===== src/hw/rtl/lqp_pkg.sv =====
// ----------------------------------------------------------------------------
// Locality-aware queue placement package
// Shared widths, codes, channel payloads and the control/status bundles.
// ----------------------------------------------------------------------------
package lqp_pkg;

	localparam int MAX_SLOTS  = 32;
	localparam int SLOT_W     = $clog2(MAX_SLOTS);
	localparam int TOT_W      = SLOT_W + 1;
	localparam int CNT_W      = 11;
	localparam logic [CNT_W-1:0] COUNT_MAX = {CNT_W{1'b1}};
	localparam int TXN_W      = 10;
	localparam int ID_W       = 32;
	localparam int DIV_CNT_W  = $clog2(ID_W);
	localparam int NODE_W     = 3;
	localparam int NN_W       = 4;
	localparam int EXTRA_W    = 5;
	localparam int KIND_W     = 2;
	localparam int CFG_DATA_W = 5;

	localparam logic MODE_PLACE = 1'b0;
	localparam logic MODE_BATCH = 1'b1;

	localparam logic [KIND_W-1:0] KIND_SPRAY = 2'd0;
	localparam logic [KIND_W-1:0] KIND_BOTH  = 2'd1;
	localparam logic [KIND_W-1:0] KIND_FIRST = 2'd2;

	localparam logic [NN_W-1:0]    NUM_NODES_RST   = 4'd2;
	localparam logic [NODE_W-1:0]  LOCAL_NODE_RST  = 3'd0;
	localparam logic [EXTRA_W-1:0] EXTRA_LOCAL_RST = 5'd0;
	localparam logic               SCHED_EN_RST    = 1'b1;

	typedef enum logic [1:0] {
		CFG_NUM_NODES   = 2'd0,
		CFG_LOCAL_NODE  = 2'd1,
		CFG_EXTRA_LOCAL = 2'd2,
		CFG_SCHED_EN    = 2'd3
	} cfg_reg_t;

	typedef enum logic [2:0] {
		ST_IDLE,
		ST_DIV,
		ST_SCAN,
		ST_SETTLE,
		ST_PICK,
		ST_READ,
		ST_COMMIT
	} state_t;

	typedef struct packed {
		logic              mode;
		logic [TXN_W-1:0]  txn_index;
		logic              has_first;
		logic [NODE_W-1:0] first_target;
		logic [ID_W-1:0]   first_id;
		logic              has_second;
		logic [NODE_W-1:0] second_target;
		logic [ID_W-1:0]   second_id;
	} txn_t;

	typedef struct packed {
		logic [SLOT_W-1:0] slot;
		logic [TXN_W-1:0]  placed_txn;
		logic [KIND_W-1:0] placement_kind;
	} result_t;

	typedef struct packed {
		logic load;
		logic clear;
		logic div_step;
		logic scan_step;
		logic pick;
		logic commit;
	} cmd_t;

	typedef struct packed {
		logic in_mode;
		logic in_sched;
		logic div_last;
		logic scan_last;
		logic out_busy;
	} stat_t;

endpackage


===== src/hw/rtl/lqp_if.sv =====
// ----------------------------------------------------------------------------
// Locality-aware queue placement channel interfaces
// Transaction input, placement output and register write channels.
// ----------------------------------------------------------------------------
interface lqp_txn_if;
	logic                         valid;
	logic                         ready;
	logic                         mode;
	logic [lqp_pkg::TXN_W-1:0]    txn_index;
	logic                         has_first;
	logic [lqp_pkg::NODE_W-1:0]   first_target;
	logic [lqp_pkg::ID_W-1:0]     first_id;
	logic                         has_second;
	logic [lqp_pkg::NODE_W-1:0]   second_target;
	logic [lqp_pkg::ID_W-1:0]     second_id;

	modport source (
		output valid, mode, txn_index, has_first, first_target, first_id,
		       has_second, second_target, second_id,
		input  ready
	);
	modport sink (
		input  valid, mode, txn_index, has_first, first_target, first_id,
		       has_second, second_target, second_id,
		output ready
	);
endinterface

interface lqp_place_if;
	logic                         valid;
	logic                         ready;
	logic [lqp_pkg::SLOT_W-1:0]   slot;
	logic [lqp_pkg::TXN_W-1:0]    placed_txn;
	logic [lqp_pkg::KIND_W-1:0]   placement_kind;

	modport source (output valid, slot, placed_txn, placement_kind, input ready);
	modport sink (input valid, slot, placed_txn, placement_kind, output ready);
endinterface

interface lqp_cfg_if;
	logic                             valid;
	logic                             ready;
	lqp_pkg::cfg_reg_t                index;
	logic [lqp_pkg::CFG_DATA_W-1:0]   data;

	modport source (output valid, index, data, input ready);
	modport sink (input valid, index, data, output ready);
endinterface


===== src/hw/rtl/locality_aware_queue_placement_core.sv =====
// ----------------------------------------------------------------------------
// Locality-aware queue placement core
// Assigns each transaction to a mini-batch queue using the locality schedule.
// ----------------------------------------------------------------------------
// The txn channel takes one item per transfer. A batch-start item clears all
// per-slot counts and the round-robin index and gives no result.
// A placement item gives exactly one transfer on the placement channel.
// With the schedule enabled and a first hot operation present, an item runs a
// bit-serial remainder for both schedule rows, a scan of the count of every
// active slot (at most 32) through the memory read port, then pick, read and
// update of the chosen count. A sprayed item goes straight to the pick, read
// and update of the round-robin slot's count.
// One item is in work at a time; the next transfer is taken once the result
// is in the output register, while that result may still be waiting.
// The cfg channel is always ready and must be written only while idle.
// Reset restores the register defaults and marks every count as zero; no
// clearing pass is needed. When the receiver stalls, the result holds in the
// output register and the next item waits before its count update.
// ----------------------------------------------------------------------------
module locality_aware_queue_placement_core (
	input  logic        clk,
	input  logic        arst_n,
	lqp_txn_if.sink     txn,
	lqp_place_if.source placement,
	lqp_cfg_if.sink     cfg
);
	import lqp_pkg::*;

	cmd_t    cmd;
	stat_t   stat;
	txn_t    txn_data;
	result_t out_data;
	logic    in_ready;
	logic    out_valid;

	assign txn_data.mode          = txn.mode;
	assign txn_data.txn_index     = txn.txn_index;
	assign txn_data.has_first     = txn.has_first;
	assign txn_data.first_target  = txn.first_target;
	assign txn_data.first_id      = txn.first_id;
	assign txn_data.has_second    = txn.has_second;
	assign txn_data.second_target = txn.second_target;
	assign txn_data.second_id     = txn.second_id;

	assign txn.ready = in_ready;
	assign cfg.ready = 1'b1;

	assign placement.valid          = out_valid;
	assign placement.slot           = out_data.slot;
	assign placement.placed_txn     = out_data.placed_txn;
	assign placement.placement_kind = out_data.placement_kind;

	lqp_ctrl u_ctrl (
		.clk      (clk),
		.arst_n   (arst_n),
		.in_valid (txn.valid),
		.in_ready (in_ready),
		.stat     (stat),
		.cmd      (cmd)
	);

	lqp_dp u_dp (
		.clk       (clk),
		.arst_n    (arst_n),
		.cmd       (cmd),
		.stat      (stat),
		.txn_data  (txn_data),
		.cfg_we    (cfg.valid),
		.cfg_idx   (cfg.index),
		.cfg_data  (cfg.data),
		.out_ready (placement.ready),
		.out_valid (out_valid),
		.out_data  (out_data)
	);

endmodule


===== src/hw/rtl/lqp_ctrl.sv =====
// ----------------------------------------------------------------------------
// Locality-aware queue placement controller
// Sequences the row division, the slot scan, the pick and the count update.
// ----------------------------------------------------------------------------
module lqp_ctrl (
	input  logic           clk,
	input  logic           arst_n,
	input  logic           in_valid,
	output logic           in_ready,
	input  lqp_pkg::stat_t stat,
	output lqp_pkg::cmd_t  cmd
);
	import lqp_pkg::*;

	state_t state_q;
	state_t state_d;
	logic   accept;

	always_ff @(posedge clk or negedge arst_n) begin
		if (!arst_n) begin
			state_q <= ST_IDLE;
		end else begin
			state_q <= state_d;
		end
	end

	always_comb begin
		state_d  = state_q;
		cmd      = '0;
		in_ready = 1'b0;
		accept   = 1'b0;
		unique case (state_q)
			ST_IDLE: begin
				in_ready = 1'b1;
				accept   = in_valid;
				if (accept) begin
					if (stat.in_mode == MODE_BATCH) begin
						cmd.clear = 1'b1;
					end else begin
						cmd.load = 1'b1;
						state_d  = stat.in_sched ? ST_DIV : ST_PICK;
					end
				end
			end
			ST_DIV: begin
				cmd.div_step = 1'b1;
				if (stat.div_last) begin
					state_d = ST_SCAN;
				end
			end
			ST_SCAN: begin
				cmd.scan_step = 1'b1;
				if (stat.scan_last) begin
					state_d = ST_SETTLE;
				end
			end
			ST_SETTLE: begin
				state_d = ST_PICK;
			end
			ST_PICK: begin
				cmd.pick = 1'b1;
				state_d  = ST_READ;
			end
			ST_READ: begin
				state_d = ST_COMMIT;
			end
			ST_COMMIT: begin
				if (!stat.out_busy) begin
					cmd.commit = 1'b1;
					state_d    = ST_IDLE;
				end
			end
			default: begin
				state_d = ST_IDLE;
			end
		endcase
	end

endmodule


===== src/hw/rtl/lqp_dp.sv =====
// ----------------------------------------------------------------------------
// Locality-aware queue placement datapath
// Configuration, row remainders, slot count memory, scan and output register.
// ----------------------------------------------------------------------------
module lqp_dp (
	input  logic                           clk,
	input  logic                           arst_n,
	input  lqp_pkg::cmd_t                  cmd,
	output lqp_pkg::stat_t                 stat,
	input  lqp_pkg::txn_t                  txn_data,
	input  logic                           cfg_we,
	input  lqp_pkg::cfg_reg_t              cfg_idx,
	input  logic [lqp_pkg::CFG_DATA_W-1:0] cfg_data,
	input  logic                           out_ready,
	output logic                           out_valid,
	output lqp_pkg::result_t               out_data
);
	import lqp_pkg::*;

	logic [NN_W-1:0]      num_nodes_q;
	logic [NODE_W-1:0]    local_node_q;
	logic [EXTRA_W-1:0]   extra_local_q;
	logic                 sched_en_q;

	logic [TXN_W-1:0]     txn_idx_q;
	logic                 has_second_q;
	logic [NODE_W-1:0]    tgt_a_q;
	logic [NODE_W-1:0]    tgt_b_q;
	logic [ID_W-1:0]      div_a_q;
	logic [ID_W-1:0]      div_b_q;
	logic [SLOT_W-1:0]    rem_a_q;
	logic [SLOT_W-1:0]    rem_b_q;
	logic [DIV_CNT_W-1:0] div_cnt_q;
	logic [SLOT_W-1:0]    scan_idx_q;

	logic                 vld_s1;
	logic [SLOT_W-1:0]    idx_s1;
	logic                 ea_s1;
	logic                 eb_s1;

	logic [CNT_W-1:0]     cnt_mem [MAX_SLOTS];
	logic [MAX_SLOTS-1:0] cnt_vld_q;
	logic [CNT_W-1:0]     rdata_s1;
	logic                 rvalid_s1;

	logic                 fb_q;
	logic [SLOT_W-1:0]    bb_idx_q;
	logic [CNT_W-1:0]     bb_cnt_q;
	logic                 ff_q;
	logic [SLOT_W-1:0]    bf_idx_q;
	logic [CNT_W-1:0]     bf_cnt_q;

	logic [SLOT_W-1:0]    spray_q;
	logic [SLOT_W-1:0]    chosen_q;
	logic [KIND_W-1:0]    kind_q;
	logic                 out_vld_q;
	result_t              out_q;

	logic [TOT_W-1:0]     divisor;
	logic [TOT_W-1:0]     sum_slots;
	logic [TOT_W-1:0]     total;
	logic [TOT_W-1:0]     t_a;
	logic [TOT_W-1:0]     t_b;
	logic [SLOT_W-1:0]    rem_a_d;
	logic [SLOT_W-1:0]    rem_b_d;
	logic [SLOT_W-1:0]    rd_addr;
	logic [CNT_W-1:0]     cnt_eff;
	logic [CNT_W-1:0]     cnt_new;
	logic [SLOT_W-1:0]    spray_pick;
	logic [TOT_W-1:0]     spray_inc;
	logic                 elig_a;
	logic                 elig_b;

	function automatic logic slot_elig(
		input logic [SLOT_W-1:0] s,
		input logic [SLOT_W-1:0] r,
		input logic [NODE_W-1:0] tgt,
		input logic [NN_W-1:0]   nodes,
		input logic [NODE_W-1:0] here
	);
		logic [TOT_W-1:0]  hi;
		logic [SLOT_W-1:0] diff;
		logic              inrow;
		hi    = {1'b0, r} + TOT_W'(nodes);
		inrow = (s >= r) && ({1'b0, s} < hi);
		diff  = s - r;
		return inrow ? (diff == SLOT_W'(here)) : (tgt == here);
	endfunction

	assign divisor   = TOT_W'(extra_local_q) + TOT_W'(1);
	assign sum_slots = TOT_W'(extra_local_q) + TOT_W'(num_nodes_q);
	always_comb begin
		if (sum_slots > TOT_W'(MAX_SLOTS)) begin
			total = TOT_W'(MAX_SLOTS);
		end else if (sum_slots == '0) begin
			total = TOT_W'(1);
		end else begin
			total = sum_slots;
		end
	end

	assign t_a     = {rem_a_q, div_a_q[ID_W-1]};
	assign t_b     = {rem_b_q, div_b_q[ID_W-1]};
	assign rem_a_d = (t_a >= divisor) ? SLOT_W'(t_a - divisor) : SLOT_W'(t_a);
	assign rem_b_d = (t_b >= divisor) ? SLOT_W'(t_b - divisor) : SLOT_W'(t_b);

	assign elig_a = slot_elig(scan_idx_q, rem_a_q, tgt_a_q, num_nodes_q, local_node_q);
	assign elig_b = slot_elig(scan_idx_q, rem_b_q, tgt_b_q, num_nodes_q, local_node_q);

	assign rd_addr = cmd.scan_step ? scan_idx_q : chosen_q;
	assign cnt_eff = rvalid_s1 ? rdata_s1 : '0;
	assign cnt_new = (cnt_eff == COUNT_MAX) ? cnt_eff : cnt_eff + CNT_W'(1);

	assign spray_pick = ({1'b0, spray_q} < total) ? spray_q : '0;
	assign spray_inc  = {1'b0, spray_pick} + TOT_W'(1);

	assign stat.in_mode   = txn_data.mode;
	assign stat.in_sched  = sched_en_q & txn_data.has_first;
	assign stat.div_last  = (div_cnt_q == DIV_CNT_W'(ID_W - 1));
	assign stat.scan_last = ({1'b0, scan_idx_q} == (total - TOT_W'(1)));
	assign stat.out_busy  = out_vld_q & ~out_ready;

	assign out_valid = out_vld_q;
	assign out_data  = out_q;

	always_ff @(posedge clk or negedge arst_n) begin
		if (!arst_n) begin
			num_nodes_q   <= NUM_NODES_RST;
			local_node_q  <= LOCAL_NODE_RST;
			extra_local_q <= EXTRA_LOCAL_RST;
			sched_en_q    <= SCHED_EN_RST;
		end else if (cfg_we) begin
			unique case (cfg_idx)
				CFG_NUM_NODES:   num_nodes_q   <= cfg_data[NN_W-1:0];
				CFG_LOCAL_NODE:  local_node_q  <= cfg_data[NODE_W-1:0];
				CFG_EXTRA_LOCAL: extra_local_q <= cfg_data[EXTRA_W-1:0];
				CFG_SCHED_EN:    sched_en_q    <= cfg_data[0];
				default: begin
				end
			endcase
		end
	end

	always_ff @(posedge clk) begin
		if (cmd.load) begin
			txn_idx_q    <= txn_data.txn_index;
			has_second_q <= txn_data.has_second;
			tgt_a_q      <= txn_data.first_target;
			tgt_b_q      <= txn_data.second_target;
			div_a_q      <= txn_data.first_id;
			div_b_q      <= txn_data.second_id;
			rem_a_q      <= '0;
			rem_b_q      <= '0;
			div_cnt_q    <= '0;
			scan_idx_q   <= '0;
		end else if (cmd.div_step) begin
			div_a_q   <= {div_a_q[ID_W-2:0], 1'b0};
			div_b_q   <= {div_b_q[ID_W-2:0], 1'b0};
			rem_a_q   <= rem_a_d;
			rem_b_q   <= rem_b_d;
			div_cnt_q <= div_cnt_q + DIV_CNT_W'(1);
		end else if (cmd.scan_step) begin
			scan_idx_q <= scan_idx_q + SLOT_W'(1);
		end
		idx_s1 <= scan_idx_q;
		ea_s1  <= elig_a;
		eb_s1  <= elig_a & elig_b & has_second_q;
	end

	always_ff @(posedge clk) begin
		if (cmd.commit) begin
			cnt_mem[chosen_q] <= cnt_new;
		end
		rdata_s1 <= cnt_mem[rd_addr];
	end

	always_ff @(posedge clk or negedge arst_n) begin
		if (!arst_n) begin
			cnt_vld_q <= '0;
			rvalid_s1 <= 1'b0;
			vld_s1    <= 1'b0;
			spray_q   <= '0;
			fb_q      <= 1'b0;
			ff_q      <= 1'b0;
		end else begin
			rvalid_s1 <= cnt_vld_q[rd_addr];
			vld_s1    <= cmd.scan_step;
			if (cmd.clear) begin
				cnt_vld_q <= '0;
				spray_q   <= '0;
			end else if (cmd.commit) begin
				cnt_vld_q[chosen_q] <= 1'b1;
			end
			if (cmd.pick && !fb_q && !ff_q) begin
				spray_q <= (spray_inc >= total) ? '0 : SLOT_W'(spray_inc);
			end
			if (cmd.load) begin
				fb_q <= 1'b0;
				ff_q <= 1'b0;
			end else if (vld_s1) begin
				if (eb_s1 && (!fb_q || cnt_eff < bb_cnt_q)) begin
					fb_q <= 1'b1;
				end
				if (ea_s1 && (!ff_q || cnt_eff < bf_cnt_q)) begin
					ff_q <= 1'b1;
				end
			end
		end
	end

	always_ff @(posedge clk) begin
		if (vld_s1) begin
			if (eb_s1 && (!fb_q || cnt_eff < bb_cnt_q)) begin
				bb_idx_q <= idx_s1;
				bb_cnt_q <= cnt_eff;
			end
			if (ea_s1 && (!ff_q || cnt_eff < bf_cnt_q)) begin
				bf_idx_q <= idx_s1;
				bf_cnt_q <= cnt_eff;
			end
		end
		if (cmd.pick) begin
			if (fb_q) begin
				chosen_q <= bb_idx_q;
				kind_q   <= KIND_BOTH;
			end else if (ff_q) begin
				chosen_q <= bf_idx_q;
				kind_q   <= KIND_FIRST;
			end else begin
				chosen_q <= spray_pick;
				kind_q   <= KIND_SPRAY;
			end
		end
		if (cmd.commit) begin
			out_q.slot           <= chosen_q;
			out_q.placed_txn     <= txn_idx_q;
			out_q.placement_kind <= kind_q;
		end
	end

	always_ff @(posedge clk or negedge arst_n) begin
		if (!arst_n) begin
			out_vld_q <= 1'b0;
		end else if (cmd.commit) begin
			out_vld_q <= 1'b1;
		end else if (out_ready) begin
			out_vld_q <= 1'b0;
		end
	end

	a_rem_below_divisor: assert property (@(posedge clk) disable iff (!arst_n)
		cmd.div_step |-> ({1'b0, rem_a_q} < divisor) && ({1'b0, rem_b_q} < divisor))
		else $error("row remainder reached the divisor");

	a_chosen_in_range: assert property (@(posedge clk) disable iff (!arst_n)
		cmd.commit |-> ({1'b0, chosen_q} < total))
		else $error("chosen slot lies beyond the active slot count");

	a_no_result_overwrite: assert property (@(posedge clk) disable iff (!arst_n)
		cmd.commit |-> (!out_vld_q || out_ready))
		else $error("new placement written over an untaken result");

	a_kind_legal: assert property (@(posedge clk) disable iff (!arst_n)
		cmd.commit |=> (out_q.placement_kind == KIND_SPRAY ||
			out_q.placement_kind == KIND_BOTH || out_q.placement_kind == KIND_FIRST))
		else $error("placement kind code out of range");

endmodule

===== src/flat_wrapper.sv =====
// flat-port wrapper written by rule: the top's interface ports become plain ports
module locality_aware_queue_placement_core_flat import lqp_pkg::*;
  (clk, arst_n, txn_valid, txn_mode, txn_txn_index, txn_has_first, txn_first_target, txn_first_id, txn_has_second, txn_second_target, txn_second_id, txn_ready, placement_valid, placement_slot, placement_placed_txn, placement_placement_kind, placement_ready, cfg_valid, cfg_index, cfg_data, cfg_ready);
  lqp_txn_if txn_i ();
  lqp_place_if placement_i ();
  lqp_cfg_if cfg_i ();
  input  logic clk;
  input  logic arst_n;
  input wire logic [$bits(txn_i.valid)-1:0] txn_valid;
  input wire logic [$bits(txn_i.mode)-1:0] txn_mode;
  input wire logic [$bits(txn_i.txn_index)-1:0] txn_txn_index;
  input wire logic [$bits(txn_i.has_first)-1:0] txn_has_first;
  input wire logic [$bits(txn_i.first_target)-1:0] txn_first_target;
  input wire logic [$bits(txn_i.first_id)-1:0] txn_first_id;
  input wire logic [$bits(txn_i.has_second)-1:0] txn_has_second;
  input wire logic [$bits(txn_i.second_target)-1:0] txn_second_target;
  input wire logic [$bits(txn_i.second_id)-1:0] txn_second_id;
  output wire logic [$bits(txn_i.ready)-1:0] txn_ready;
  output wire logic [$bits(placement_i.valid)-1:0] placement_valid;
  output wire logic [$bits(placement_i.slot)-1:0] placement_slot;
  output wire logic [$bits(placement_i.placed_txn)-1:0] placement_placed_txn;
  output wire logic [$bits(placement_i.placement_kind)-1:0] placement_placement_kind;
  input wire logic [$bits(placement_i.ready)-1:0] placement_ready;
  input wire logic [$bits(cfg_i.valid)-1:0] cfg_valid;
  input wire logic [$bits(cfg_i.index)-1:0] cfg_index;
  input wire logic [$bits(cfg_i.data)-1:0] cfg_data;
  output wire logic [$bits(cfg_i.ready)-1:0] cfg_ready;
  assign txn_i.valid = txn_valid;
  assign txn_i.mode = txn_mode;
  assign txn_i.txn_index = txn_txn_index;
  assign txn_i.has_first = txn_has_first;
  assign txn_i.first_target = txn_first_target;
  assign txn_i.first_id = txn_first_id;
  assign txn_i.has_second = txn_has_second;
  assign txn_i.second_target = txn_second_target;
  assign txn_i.second_id = txn_second_id;
  assign txn_ready = txn_i.ready;
  assign placement_valid = placement_i.valid;
  assign placement_slot = placement_i.slot;
  assign placement_placed_txn = placement_i.placed_txn;
  assign placement_placement_kind = placement_i.placement_kind;
  assign placement_i.ready = placement_ready;
  assign cfg_i.valid = cfg_valid;
  assign cfg_i.index = cfg_index;
  assign cfg_i.data = cfg_data;
  assign cfg_ready = cfg_i.ready;
  locality_aware_queue_placement_core u_core (.clk(clk), .arst_n(arst_n), .txn(txn_i), .placement(placement_i), .cfg(cfg_i));
endmodule

===== config.mk =====
export PLATFORM = sky130hd
export DESIGN_NAME = locality_aware_queue_placement_core_flat
export DESIGN_NICKNAME = d
export VERILOG_FILES = /design/src/hw/rtl/lqp_pkg.sv /design/src/hw/rtl/lqp_if.sv /design/src/hw/rtl/locality_aware_queue_placement_core.sv /design/src/hw/rtl/lqp_ctrl.sv /design/src/hw/rtl/lqp_dp.sv /design/src/flat_wrapper.sv
export SDC_FILE = /design/constraint.sdc
export NUM_CORES = 1
export LEC_CHECK = 0
export BUFFER_PORTS_ARGS = -buffer_cell sky130_fd_sc_hd__clkbuf_2
export CORE_MARGIN = 2
export CORE_UTILIZATION = 40
export CTS_CLUSTER_DIAMETER = 40
export DETAILED_ROUTE_END_ITERATION = 7
export GPL_TIMING_DRIVEN = 0
export HOLD_SLACK_MARGIN = 0.15
export PLACE_DENSITY = 0.64
export SKIP_LAST_GASP = 1
export SLEW_MARGIN = 20
export SYNTH_ARGS = -nofsm -noshare
export SYNTH_HDL_FRONTEND = slang
export SYNTH_SLANG_ARGS = --single-unit

===== constraint.sdc =====
create_clock -name clk -period 4.6 [get_ports clk]
set_clock_uncertainty 0.15 [all_clocks]
set_input_delay 0.23 -clock clk [delete_from_list [all_inputs] [get_ports clk]]
set_output_delay 0.23 -clock clk [all_outputs]
set_load 0.03 [all_outputs]

Word-level counts from Yosys, hierarchy flattened
Memories as Yosys holds them, arrays and structs flattened. A register that Yosys moved wholly into a read port is not among the register bits.
Cells that the tools add are included.
W data, S select, Z words.
{ "classes": {"add_sub_neg": 13, "order_cmp": 14, "eq_ne": 21, "muxes": 53, "bitwise_logic": 7, "n_reduce_logical": 31} }
{ "op_table": {"columns": ["op", "count"], "rows": [
  ["$mux W32", 6],
  ["$mux W5", 9],
  ["$or A32 B32 Y32", 1],
  ["$lt A11 B11 Y1", 2],
  ["$mux W1", 22],
  ["$mux W11", 2],
  ["$pmux W3 S7", 1],
  ["$sub A5 B5 Y5", 4],
  ["$add A5 B4 Y6", 3],
  ["$ge A6 B6 Y1", 3],
  ["$lt A5 B6 Y1", 3],
  ["$mux W3", 6],
  ["$reduce_and A2 Y1", 9],
  ["$reduce_bool A2 Y1", 7],
  ["$add A5 B1 Y6 const B", 2],
  ["$lt A5 B6 Y1 const B", 2],
  ["$mux W6", 2],
  ["$add A11 B1 Y11 const B", 1],
  ["$eq A11 B11 Y1 const B", 1],
  ["$add A5 B1 Y5 const B", 2],
  ["$eq A5 B3 Y1", 2],
  ["$ge A5 B5 Y1", 2],
  ["$eq A3 B3 Y1 const B", 3],
  ["$logic_and A1 B1 Y1", 7],
  ["23 further kinds", 37]
]} }
{ "word_totals": {"register_bits": 222, "ramBits": 352, "input_bits": 95, "output_inout_bits": 20, "word_cells": 174, "memories": 1} }
{ "memory_table": {"columns": ["memory", "depth", "width", "rd", "rd_ports_with_merged_regs", "wr", "line_no", "rtl"], "rows": [
  ["u_core.u_dp.cnt_mem", 32, 11, 1, 1, 1, "lqp_dp.sv:41", "logic [CNT_W-1:0] cnt_mem [MAX_SLOTS];"]
]} }

Longest topological paths before layout
Gate-level depths: netlist of run 1.
{ "depth": {"ltp_word": 10, "ltp_mapped": 24, "depth_no_buf": 22} }

By module
From an unflattened synthesis of run 1, not the netlist that was laid out.
{ "unflattened": {"hier_cells": 1643, "area_unflattened_um2": 25353.1} }
{ "by_module_without_submodules": {"columns": ["mod", "n_inst", "cells_per_inst", "area_each_um2", "seq_area_each_um2"], "rows": [
  ["lqp_dp", 1, 1614, 25100.3, 16823.6],
  ["lqp_ctrl", 1, 27, 241.5, 75.1],
  ["locality_aware_queue_placement_core", 1, 2, 11.3, 0.0]
]} }

Worst setup path after synthesis of run 1
Ideal clock, no wire load.
{ "synth_path": {"path_kind": "register -> register", "from": "reg u_core.u_dp.extra_local_q[2]", "to": "reg u_core.u_dp.spray_q[2]", "arrival_time_ns": 4.476, "required_time_ns": 4.360, "setup_slack_ns": -0.116, "path_stages_with_launch": 24, "path_buffers": 2, "synth_period_minus_slack_ns": 4.716, "cell_sequence": "dfrtp_1 -> ha_1 -> buf_2 -> a21oi_1 -> a21oi_1 -> o21ai_2 -> nand2_1 -> ha_1 -> a21o_1 -> a211oi_1 -> a21o_1 -> clkbuf_1 -> nand2_1 -> inv_1 -> ha_1 -> nand3_1 -> and2_1 -> o21a_1 -> ha_1 -> a21oi_1 -> o21ai_0 -> a21oi_1 -> nand2_1 -> o221ai_1"} }
{ "synth_via": {"elab_chain_len": 10, "word_cells_on_any_way": 11, "cone_classes": "add/sub: 2; order compare: 3; mux: 5; reduce/logical: 1"} }
{ "synth_lines": {"columns": ["element", "line_no", "rtl"], "rows": [
  ["start: declaration", "lqp_dp.sv:22", "logic [EXTRA_W-1:0] extra_local_q;"],
  ["start signal: assignment", "lqp_dp.sv:136", "CFG_EXTRA_LOCAL: extra_local_q <= cfg_data[EXTRA_W-1:0];"],
  ["$add A5 B4 Y6 (*)", "lqp_dp.sv:91", "assign sum_slots = TOT_W'(extra_local_q) + TOT_W'(num_nodes_q);"],
  ["branches (longest 2 deep; another with $gt A6 B6 Y1)", null, null],
  ["$mux W6 (*)", "lqp_dp.sv:93", "if (sum_slots > TOT_W'(MAX_SLOTS)) begin"],
  ["$lt A5 B6 Y1", "lqp_dp.sv:114", "assign spray_pick = ({1'b0, spray_q} < total) ? spray_q : '0;"],
  ["$mux W5", "lqp_dp.sv:114", null],
  ["$add A5 B1 Y6", "lqp_dp.sv:115", "assign spray_inc = {1'b0, spray_pick} + TOT_W'(1);"],
  ["$ge A6 B6 Y1", "lqp_dp.sv:195", "spray_q <= (spray_inc >= total) ? '0 : SLOT_W'(spray_inc);"],
  ["$mux W5 (*)", "lqp_dp.sv:195", null],
  ["$mux W5 (*)", "lqp_dp.sv:194", "if (cmd.pick && !fb_q && !ff_q) begin"],
  ["end signal: assignment", "lqp_dp.sv:195", null],
  ["end: declaration", "lqp_dp.sv:53", "logic [SLOT_W-1:0] spray_q;"]
]} }
Every way passes the cells marked *.
A chain may end at the register's enable or synchronous reset.

Worst setup path after layout of run 1
{ "layout_path": {"from": "reg u_core.u_dp.extra_local_q[0]", "to": "reg u_core.u_dp.spray_q[0]"} }
The elaborated chain is that of the path after synthesis.

==> summary.md, run 1 <==
| Metric | Value |
|---|---|
| Outcome | complete, no violations |
| Deepest clock path buffer count | 3 |
| Buffer and inverter count on the worst path | 3 |
| Hold Violations, Final | 0 |
| WL/cell | 20.18 um |
| Die height | 257.2 um |
| Critical path arrival | 4760 ps |
| HPWL after DPL | 45220 um |
| # DRC | 0 |
| RD Place Congestion | 0.8740 |
| Via density | 5.349 |
| PwrDens | 690.6 nW/um^2 |
| Syn_area_per_cell | 12.16 um^2 |
| P&R area growth vs syn | 25.45% |
| Worst Tran Pin Value | 1085 ps |
| Syn_nets | 2290 |
| H-tree depth | 3 |
| Post-place setup slack | -798.5 ps |
| VDD IR max | 0.3393 mV |
| Initial antenna violation count | 0 |
| CTS tree | yes |
| Number of synthesized flops with an enable pin | 489 |
| Num ports | 115 |
| Fin nets | 2646 |
| Syn. warnings | 0 |
| CP dominant cell by count | ha_4 |
| Worst-path maximum fanout | 7 |
| Via count | 18.12k |
| Critical path's slowest cell | dfrtp_2 |
| Inserted Diodes | 0 |
| Max stage delay on crit path | 450 ps |
| Crit end category | register |
| Design Area, Final | 32170 um^2 |
| CP top delay family | adder cells |
| DRT Wirelength | 68360 um |
| Mapped cell area | 25640 um^2 |
| Met1 Use GR | 0.2689 |
| Main synth FF type | edfxtp_1 |
| Max-cap violations | 0 |
| Cell-by-cell listing of the critical path | ha_4 > fa_2 > xor2_2 > nand2_2 > ha_1 > a21o_1 > a211oi_2 > a21o_1 > buf_8 > nand2_2 > inv_2 > ha_4 > nand3_1 > and2_4 > o21a_1 > ha_4 > nand2_1 > o21ai_2 > a21oi_2 > buf_4 > a22o_1 |
| Async SR Flop Fraction | 0.09915 |
| Gate Count Post-Synth | 2109 |
| Setup ws final | 200.7 ps |
| Die area | 66150 um^2 |
| Crit Path Class | register to register |
| Die W | 257.2 um |
| Antenna viol nets, final | 0 |
| Worst min path class | primary input to register |
| Port buffer count | 113 |
| CP Launch Point | u_core.u_dp.extra_local_q[0]$_DFFE_PN0P_ |
| Sequential element share of the synthesized area | 0.6590 |
| Num rows | 92 |
| Worst-path clk slew | 50 ps |
| Count of state elements after synthesis | 585 |
| Iteration count of the initial detailed-routing pass | 5 |
| TritonCTS Buffers | 89 |
| CTS Sinks | 585 |
| Synth cell types | 62 |
| Global-route wire length before repair | 104600 um |
| # setup viols final | 0 |
| Placed inst area | 27550 um^2 |
| Clock Latency Late Sink | 640 ps |
| Initial Util | 0.4058 |
| Max Slew Vio Count | 0 |
| Leakage | 12.53 nW |
| Largest net degree at the start of global routing | 45 |
| Core Area | 63200 um^2 |
| Met3 Use GR | 0.03694 |
| Layout cell share with drive strength beyond 1 | 0.1727 |
| Startpoint types | register |
| Clock root cell | clkbuf_16 |
| Hold_sp | txn_second_target[1] |
| R2R Path Start | u_core.u_dp.extra_local_q[0]$_DFFE_PN0P_ |
| Crit share post-route | 0.9564 |
| GR peak layer | met2 |
| Worst Hold Slack | 174.5 ps |
| Grt total ovfl | 0 |
| GR Layer Usage met2 | 0.3416 |
| GRT Util Overall | 0.2052 |
| Minimum clock period | 4399 ps |
| Initial drt markers | 1432 |
| Vias in the first global route | 18.24k |
| Slew margin rel. | 0.2742 |
| FMAX | 0.2273 GHz |
| Worst path required time | 4960 ps |
## synthesized netlist by cell type (5+ instances only)
cell type  instances  area (um^2)
mux2i_1           46        460.4
dfrtp_1           56         1401
nor2b_1           23        143.9
buf_4              9        67.56
buf_1             15        56.30
nor3b_1            5        37.54
clkbuf_1          50        187.7
a2111oi_1          5        50.05
o22ai_1            8        50.05
ha_1              79        988.5
o21ai_0           32        160.2
a311oi_1          12        105.1
nand2b_1          12        75.07
a32oi_1           36        315.3
nor2_1            73        274.0
a31oi_1           41        256.5
o2111ai_1          5        43.79
buf_2             19        95.09
nand4_1           19        118.9
a211oi_1          11        82.58
o21a_1            38        285.3
mux2_2            17        191.4
a21oi_1           59        295.3
xor2_1            20        175.2
fa_1               7        140.1
nand3_1           87        435.4
a21o_1            17        127.6
buf_6              7        78.83
edfxtp_1         489        14680
nor3_1            18        90.09
inv_1             54        202.7
and3_1            44        275.3
xnor2_1           30        262.8
and2_1            17        106.4
dfxtp_1           38        760.7
nand2_1          564         2117
## placed cells by master, fill, tap and decap left out, types with 17 or more instances in the layout
| master | count |
|---|---|
| nand4_1 | 19 |
| nor3_1 | 18 |
| xnor2_1 | 29 |
| a21oi_1 | 52 |
| edfxtp_1 | 489 |
| nand3_1 | 86 |
| dlygate4sd3_1 | 116 |
| and3_1 | 43 |
| a31oi_1 | 41 |
| nand2_1 | 557 |
| o21ai_0 | 29 |
| nor2_1 | 41 |
| nor2_2 | 31 |
| a32oi_1 | 36 |
| mux2_2 | 17 |
| inv_1 | 52 |
| nor2b_1 | 22 |
| ha_1 | 76 |
| buf_2 | 19 |
| dfrtp_1 | 53 |
| buf_4 | 37 |
| clkbuf_2 | 112 |
| o21a_1 | 37 |
| dfxtp_1 | 38 |
| mux2i_1 | 46 |
| clkbuf_1 | 62 |
| clkbuf_16 | 92 |
| a21o_1 | 17 |
## worst paths after layout
check	endpoint	slack, ps	depth (start not counted)
max in group asynchronous	u_core.u_dp.extra_local_q[0]$_DFFE_PN0P_	2650	4
max	u_core.u_dp.spray_q[0]$_DFFE_PN0P_	200	21
min	u_core.u_dp.tgt_b_q[1]$_DFFE_PP_	170	2
min in group asynchronous	u_core.u_dp.spray_q[4]$_DFFE_PN0P_	550	4
max reg2reg	u_core.u_dp.spray_q[0]$_DFFE_PN0P_	200	21
min reg2reg	u_core.u_dp.idx_s1[0]$_DFF_P_	240	0
## worst reg2reg max path, delay by kind of cell (launching register included)
kind,cells,cell delay [ps]
AOI/OAI and AO/OA,7,1180
buffers and inverters,3,370
DFF,1,450
adders and majority gates,5,1380
xor gates and xnor gates,1,200
and+or+nand+nor,5,550
## metrics by stage
stage,TNS [ps],utilization,power (mW),std cells
after floorplan,0,-,12.27,2109
after global placement,-89800,0.4315,14.67,3068
after detailed placement,-3669,0.4360,15.08,3075
after CTS,0,0.5043,21.97,3368
after global routing,-108.4,0.5090,23.32,3388
final,0,0.5090,22.22,3388
## cell families (layout without fill, tap and decap cells)
kind of cell | Yosys count | count (layout) | synth area share
flops | 585 | 585 | 0.6590
fa+ha+maj | 86 | 86 | 0.04401
xor+xnor | 50 | 50 | 0.01708
mux | 65 | 65 | 0.02674
other cells | 1 | 1 | 0.0001462
buf+inv | 155 | 588 | 0.02698
compound gates | 297 | 297 | 0.08041
simple gates | 870 | 870 | 0.1456
## power by group
group,switching (mW),total [mW],internal [mW],leakage [nW]
clock network,2.58,6.65,4.07,1.45
logic,5.25,7.99,2.74,5.52
registers,0.451,7.58,7.13,5.55
total,8.28,22.2,13.9,12.5
## final cells by class
type,instances,area (um^2)
plain buffers,100,504.2
clock buffers,108,2392
clock inverters,60,618.1
fillers,5407,31030
inverters,55,206.4
multi-input cells,1369,8381
flip-flops and latches,585,16900
well taps,846,1059
repair buffers,265,2107
## registers in the layout (all words and copies together), names as in the netlist, 10 cells and up
| register | count |
|---|---|
| u_core.u_dp.div_a_q | 32 |
| u_core.u_dp.cnt_mem | 352 |
| u_core.u_dp.rdata_s1 | 11 |
| u_core.u_dp.div_b_q | 32 |
| u_core.u_dp.bf_cnt_q | 11 |
| u_core.u_dp.txn_idx_q | 10 |
| u_core.u_dp.out_data | 17 |
| u_core.u_dp.cnt_vld_q | 32 |
| u_core.u_dp.bb_cnt_q | 11 |
## what timing repair did
item | 4_1_cts | 5_1_grt
hold buffers | 116 | 0
setup endpoints to repair | 5 | 5
cloned | 0 | 0
pin swaps | 4 | 14
hold endpoints to repair | 163 | 0
gates resized for setup | 20 | 26
buffers inserted | 9 | 20
## metal layers
metal,up-vias,wire [um],part of all wire
met5,-,0,0
met4,0,2230,0.033
met3,147,4880,0.071
met2,680,32720,0.48
met1,8922,28530,0.42
li1,8375,-,-
(Power assumes the default switching activity.)
==> run 2: changes to the inputs <==
CORE_ASPECT_RATIO = 0.5   (was default)
HOLD_SLACK_MARGIN = default   (was 0.15)
==> run 2 against run 1 <==
Against the previous run: combinational power down 1%; die area up 0.19%; sequential share of layout area up 1.9 points; wire length down 1.6%; utilization down 1.8 points; sequential cell count unchanged; global-route usage down 0.45 points; total power down 7.2%; largest cell class unchanged; largest power group unchanged.
==> summary.md, run 2 (same netlist as run 1, synthesis figures left out) <==
| Metric | Value |
|---|---|
| Startpoint types | register |
| Grt total ovfl | 0 (unchanged) |
| Filler Cell Count | 5388 (-0.35%) |
| Die W | 362.1 um (+41%) |
| GRT Util Overall | 0.2007 (-0.004487) |
| # DRC | 0 (unchanged) |
| DRT Wirelength | 67290 um (-1.6%) |
| Layout cell share with drive strength beyond 1 | 0.1528 (-0.01992) |
| Crit end category | register |
| Slew margin rel. | 0.1778 (-0.09646) |
| Commonest non-fill, non-tap cells in the layout | nand2_1 (557), edfxtp_1 (489), clkbuf_2 (112) |
| Vias in the first global route | 17.54k (-3.8%) |
| Worst Tran Pin Value | 1199 ps (+114.4 ps) |
| Leakage | 11.95 nW (-4.6%) |
| Initial antenna violation count | 1 (+1) |
| Critical path arrival | 4800 ps (+40 ps) |
| Fin nets | 2589 (-2.2%) |
| Initial Util | 0.4058 (about the same) |
| Crit Path Class | register to register |
| PwrDens | 664.4 nW/um^2 (-3.8%) |
| Port buffer count | 113 (unchanged) |
| Deepest clock path buffer count | 3 (unchanged) |
| Clock Latency Late Sink | 640 ps (about the same) |
| H-tree depth | 2 (-1) |
| Minimum clock period | 4491 ps (+91.57 ps) |
| Die area | 66270 um^2 (+0.19%) |
| Worst path required time | 4910 ps (-50 ps) |
| Antenna viol nets, final | 0 (unchanged) |
| HPWL after DPL | 44720 um (-1.1%) |
| Final Util | 0.4910 (-0.01807) |
| Clock root cell | clkbuf_16 |
| Iteration count of the initial detailed-routing pass | 5 (unchanged) |
| Most flop-heavy register | u_core.u_dp.cnt_mem |
| Most common cell after layout, fill and taps aside | nand2_1 |
| VDD IR max | 0.3816 mV (+12%) |
| FMAX | 0.2227 GHz (-2.0%) |
| Initial drt markers | 1766 (+23%) |
| Crit share post-route | 0.9763 (+0.01991) |
| Max reg flops | 352 (unchanged) |
| CTS tree | yes |
| Num rows | 65 (-29%) |
| Core Area | 63190 um^2 (about the same) |
| Global-route wire length before repair | 102000 um (-2.5%) |
| Via count | 17.77k (-2.0%) |
| Worst-path maximum fanout | 10 (+3) |
| # setup viols final | 0 (unchanged) |
| RD Place Congestion | 0.9304 (+6.5%) |
| Tot Pwr | 20.61 mW (-7.2%) |
| CTS Sinks | 585 (unchanged) |
| Max Slew Vio Count | 0 (unchanged) |
| Worst min path class | primary input to asynchronous set/reset pin |
| Largest net degree at the start of global routing | 48 (+6.7%) |
| Num ports | 115 (unchanged) |
| Outcome | complete, no violations |
| P&R area growth vs syn | 20.99% |
| Die height | 183.0 um (-29%) |
| Max-cap violations | 0 (unchanged) |
| TritonCTS Buffers | 61 (-31%) |
| WL/cell | 20.40 um (+1.1%) |
| Via density | 5.386 (+0.67%) |
| Hold Violations, Final | 0 (unchanged) |
| Worst-path clk slew | 70 ps (+20 ps) |
-- run 2: final timing paths --
path	start	to	slack, ps	depth (start not counted)
worst min-delay path	arst_n	u_core.u_dp.cnt_vld_q[2]$_DFFE_PN0P_	40	2
worst min register to register	u_core.u_dp.scan_idx_q[0]$_SDFFE_PP0P_	u_core.u_dp.idx_s1[0]$_DFF_P_	230	0
min in group clk	txn_second_target[1]	u_core.u_dp.tgt_b_q[1]$_DFFE_PP_	180	2
worst max-delay path	u_core.u_ctrl.state_q[0]$_DFFE_PN0P_	u_core.u_dp.rdata_s1[4]$_DFF_P_	110	9
max in group asynchronous	arst_n	u_core.u_dp.sched_en_q$_DFFE_PN1P_	3600	3
worst max register to register	u_core.u_ctrl.state_q[0]$_DFFE_PN0P_	u_core.u_dp.rdata_s1[4]$_DFF_P_	110	9
-- run 2: per-layer routing --
metal | GRT usage | share of wire | wire length (um) | vias to the layer above
li1 | - | - | - | 8239
met2 | 0.3365 | 0.47 | 31760 | 737
met1 | 0.2679 | 0.42 | 27960 | 8671
met5 | 0 | 0 | 0 | -
met3 | 0.03362 | 0.083 | 5588 | 120
met4 | 0.06317 | 0.029 | 1980 | 0
-- run 2: timing repair --
item	CTS	global route
cloned	0	0
hold buffers	98	0
pin swaps	5	9
resized for setup	22	22
setup buffers	7	9
endpoints found under the hold margin	159	0
setup endpoints to repair	5	5
-- run 2: worst max-delay path: stages (launching register included) --
cell and delay [ps]:
dfrtp_1 370, buf_6 140, nor3b_2 340, buf_6 230, mux2i_1 990, nor3_1 280, clkbuf_1 400, a32oi_1 540
nand4_1 380, a211oi_1 530
-- run 2: final cells by class --
class                      count  area (um^2)  share of cell area
multi-input combinational   1369         8367              0.2697
inverter                      55        206.4            0.006654
buffer                       100        504.2             0.01625
clock buffer                  75         1629             0.05251
tap                          837         1047             0.03375
clock inverter                41        510.5             0.01645
antenna                        1        2.502          0.00008065
timing repair buffer         236         1856             0.05981
sequential                   585        16900              0.5448
-- run 2: through the flow --
step / setup slack (ps) / std cells / hold slack [ps] / instance area (um^2) / TNS (ps)
after floorplan: 12.78 / 2109 / -215.6 / 25640 / 0
after global placement: -820.5 / 3059 / 211.8 / 27260 / -102900
after detailed placement: -820.0 / 3068 / 155.0 / 27590 / -3821
after CTS: 12.70 / 3289 / 35.76 / 30840 / 0
after global routing: -30.98 / 3299 / 72.78 / 31030 / -68.49
final: 109.1 / 3299 / 36.68 / 31030 / 0
-- run 2: power breakdown --
part           total, mW  switching [mW]  internal (mW)
sequential          7.56           0.447           7.12
clock               5.16            2.20           2.97
combinational       7.89            5.19           2.69
total               20.6            7.84           12.8
==> run 3: changes to the inputs <==
CORE_ASPECT_RATIO = default   (was 0.5)
CTS_BUF_LIST = sky130_fd_sc_hd__clkbuf_8   (was default)
==> run 3 against run 2 <==
Against the previous run: utilization up 0.15 points; first-iteration DRC count down 17%; combinational power rose by 1%; sequential cell count is the same; clock-buffer cell count is 33 higher; critical path depth is 13 higher; sequential share of layout area shrank 0.17 points; non-clock buffer count increased by 14; total power decreased by 1.0%; highest routed layer unchanged; register-to-register slack better by 50 ps; die area shrank 0.19%; via count rose by 2.2%.
==> summary.md, run 3 (same netlist as run 1, synthesis figures left out) <==
| Metric | Value |
|---|---|
| Design Area, Final | 31120 um^2 (+0.31%) |
| Grt total ovfl | 0 (unchanged) |
| Max-cap violations | 0 (unchanged) |
| Global-route wire length before repair | 104100 um (+2.1%) |
| FMAX | 0.2253 GHz (+1.2%) |
| Worst-path clk slew | 70 ps (about the same) |
| CTS Sinks | 585 (unchanged) |
| Hold Violations, Final | 0 (unchanged) |
| CP dominant cell by count | ha_4 |
| Startpoint types | register |
| Worst-path maximum fanout | 8 (-2) |
| Max reg flops | 352 (unchanged) |
| Clock root cell | clkbuf_8 |
| Max stage delay on crit path | 460 ps (-530 ps) |
| Worst path required time | 5070 ps (+160 ps) |
| Initial antenna violation count | 1 (unchanged) |
| Crit end category | register |
| Deepest clock path buffer count | 3 (unchanged) |
| Die height | 257.2 um (+41%) |
| GRT Util Overall | 0.2045 (+0.003798) |
| Minimum clock period | 4439 ps (-51.55 ps) |
| RD Place Congestion | 0.8740 (-6.1%) |
| Clock Latency Late Sink | 740 ps (+100 ps) |
| Critical path's slowest cell | dfrtp_2 |
| Via density | 5.348 (-0.69%) |
| Min-Delay Endpoint | u_core.u_dp.txn_idx_q[3]$_DFFE_PP_ |
| Initial drt markers | 1467 (-17%) |
| Multi-input gate area | 8389 um^2 (+0.27%) |
| H-tree depth | 3 (+1) |
| Die W | 257.2 um (-29%) |
| Final Util | 0.4925 (+0.001515) |
| Vias in the first global route | 18.40k (+4.9%) |
| Initial Util | 0.4058 (about the same) |
| Fin nets | 2644 (+2.1%) |
| Iteration count of the initial detailed-routing pass | 7 (+2) |
| Core Area | 63200 um^2 (about the same) |
| Slew margin rel. | 0.2639 (+0.08615) |
| Leakage | 12.19 nW (+2.0%) |
| R2R Path Start | u_core.u_dp.extra_local_q[0]$_DFFE_PN0P_ |
| Most common cell after layout, fill and taps aside | nand2_1 |
| RR Endpoint | u_core.u_dp.spray_q[0]$_DFFE_PN0P_ |
| Crit share post-route | 0.9651 (-0.01121) |
| Placed inst area | 27550 um^2 (-0.13%) |
| Worst Hold Depth | 2 |
| CP top delay family | compound AO/OA/AOI/OAI gates |
| R2R cell count | 22 (+13) |
| R2R setup slack | 160 ps (+50 ps) |
| Port buffer count | 113 (unchanged) |
| Num ports | 115 (unchanged) |
| Num rows | 92 (+42%) |
| Die area | 66150 um^2 (-0.19%) |
| Antenna viol nets, final | 0 (unchanged) |
| Critical path arrival | 4910 ps (+110 ps) |
| Hold_sp | txn_txn_index[3] |
| Tot Pwr | 20.41 mW (-1.0%) |
| Most flop-heavy register | u_core.u_dp.cnt_mem |
| Worst min path class | primary input to register |
| TritonCTS Buffers | 102 (+67%) |
| PwrDens | 655.7 nW/um^2 (-1.3%) |
| P&R area growth vs syn | 21.37% |
| Via count | 18.16k (+2.2%) |
| Outcome | complete, no violations |
| Commonest non-fill, non-tap cells in the layout | nand2_1 (557), edfxtp_1 (489), clkbuf_2 (112) |
| Largest net degree at the start of global routing | 45 (-6.3%) |
| Max Slew Vio Count | 0 (unchanged) |
| Worst Tran Pin Value | 1100 ps (-98.99 ps) |
| DRT Wirelength | 68330 um (+1.5%) |
| Crit Path Class | register to register |
| Worst Hold Slack | 82.79 ps (+46.12 ps) |
| HPWL after DPL | 45220 um (+1.1%) |
| Register area | 16900 um^2 (about the same) |
| Filler Cell Count | 5564 (+3.3%) |
| CTS tree | yes |
| Buffer and inverter count on the worst path | 3 (unchanged) |
| Layout cell share with drive strength beyond 1 | 0.1664 (+0.01362) |
| # setup viols final | 0 (unchanged) |
| WL/cell | 20.13 um (-1.3%) |
| VDD IR max | 0.4152 mV (+8.8%) |
| # DRC | 0 (unchanged) |
| Cell-by-cell listing of the critical path | ha_4 > fa_2 > a21o_1 > a21oi_4 > nor2_1 > nor2_2 > ha_1 > o21ai_1 > a21o_1 > buf_8 > nand2_2 > inv_2 > ha_4 > nand3_2 > and2_4 > o21a_1 > ha_4 > nand2_1 > o21ai_2 > a21oi_4 > buf_4 > a22o_1 |
## run 3: cell types whose count changed in the layout (fill, tap and decap cells not counted), sizes merged
cell	delta
buf	+8
bufinv	+1
clkbuf	+33
clkinv	+12
clkinvlp	-3
dlygate4sd3	+6
inv	+30
## run 3: cell type report
cell class              instances  share of cell area
plain buffers                 100             0.01620
multi-input cells            1369              0.2695
clock buffers                 108             0.04776
diodes                          1          0.00008040
repair buffers                250             0.06312
inverters                      55            0.006633
flip-flops and latches        585              0.5431
clock inverters                81             0.01958
well taps                     846             0.03401
## run 3: metal layers
metal	track usage	vias up	wire length [um]
met5	0	-	0
met4	0.07671	0	2022
met3	0.03980	133	4533
met2	0.3386	672	32780
met1	0.2664	8994	29000
li1	-	8359	-
## run 3: what timing repair did
item / 4_1_cts / 5_1_grt
pin swaps: 9 / 12
setup buffers: 10 / 16
endpoints found under the hold margin: 163 / 0
resized for setup: 26 / 23
hold buffers: 104 / 0
gates cloned: 0 / 0
setup endpoints to repair: 5 / 5
## run 3: how the worst max path moves through the flow
stage / to / cells after the start / startpoint / slack (ps)
2_1_floorplan: u_core.u_dp.spray_q[2]$_DFFE_PN0P_ / 23 / u_core.u_dp.extra_local_q[2]$_DFFE_PN0P_ / 10
6_report: u_core.u_dp.spray_q[0]$_DFFE_PN0P_ / 22 / u_core.u_dp.extra_local_q[0]$_DFFE_PN0P_ / 160
3_3_place_gp: u_core.u_dp.cnt_mem[0][5]$_DFFE_PP_ / 10 / u_core.u_dp.rvalid_s1$_DFF_PN0_ / -880
3_5_place_dp: u_core.u_dp.spray_q[2]$_DFFE_PN0P_ / 23 / u_core.u_dp.extra_local_q[2]$_DFFE_PN0P_ / -800
4_1_cts: u_core.u_dp.spray_q[2]$_DFFE_PN0P_ / 23 / u_core.u_dp.num_nodes_q[2]$_DFFE_PN0P_ / 30
5_1_grt: u_core.u_dp.spray_q[0]$_DFFE_PN0P_ / 22 / u_core.u_dp.extra_local_q[0]$_DFFE_PN0P_ / -30
## run 3: power breakdown
group	internal (mW)	switching, mW	total (mW)	leakage [nW]
Combinational	2.73	5.24	7.97	5.46
Clock	2.65	2.21	4.86	1.18
Sequential	7.12	0.455	7.58	5.55
Total	12.5	7.91	20.4	12.2
## run 3: metrics by stage
step / setup slack [ps] / TNS (ps) / cells
after floorplan: 12.78 / 0 / 2109
after global placement: -882.9 / -89800 / 3068
after detailed placement: -798.5 / -3669 / 3075
after CTS: 25.67 / 0 / 3378
after global routing: -26.89 / -32.90 / 3395
final: 160.7 / 0 / 3395
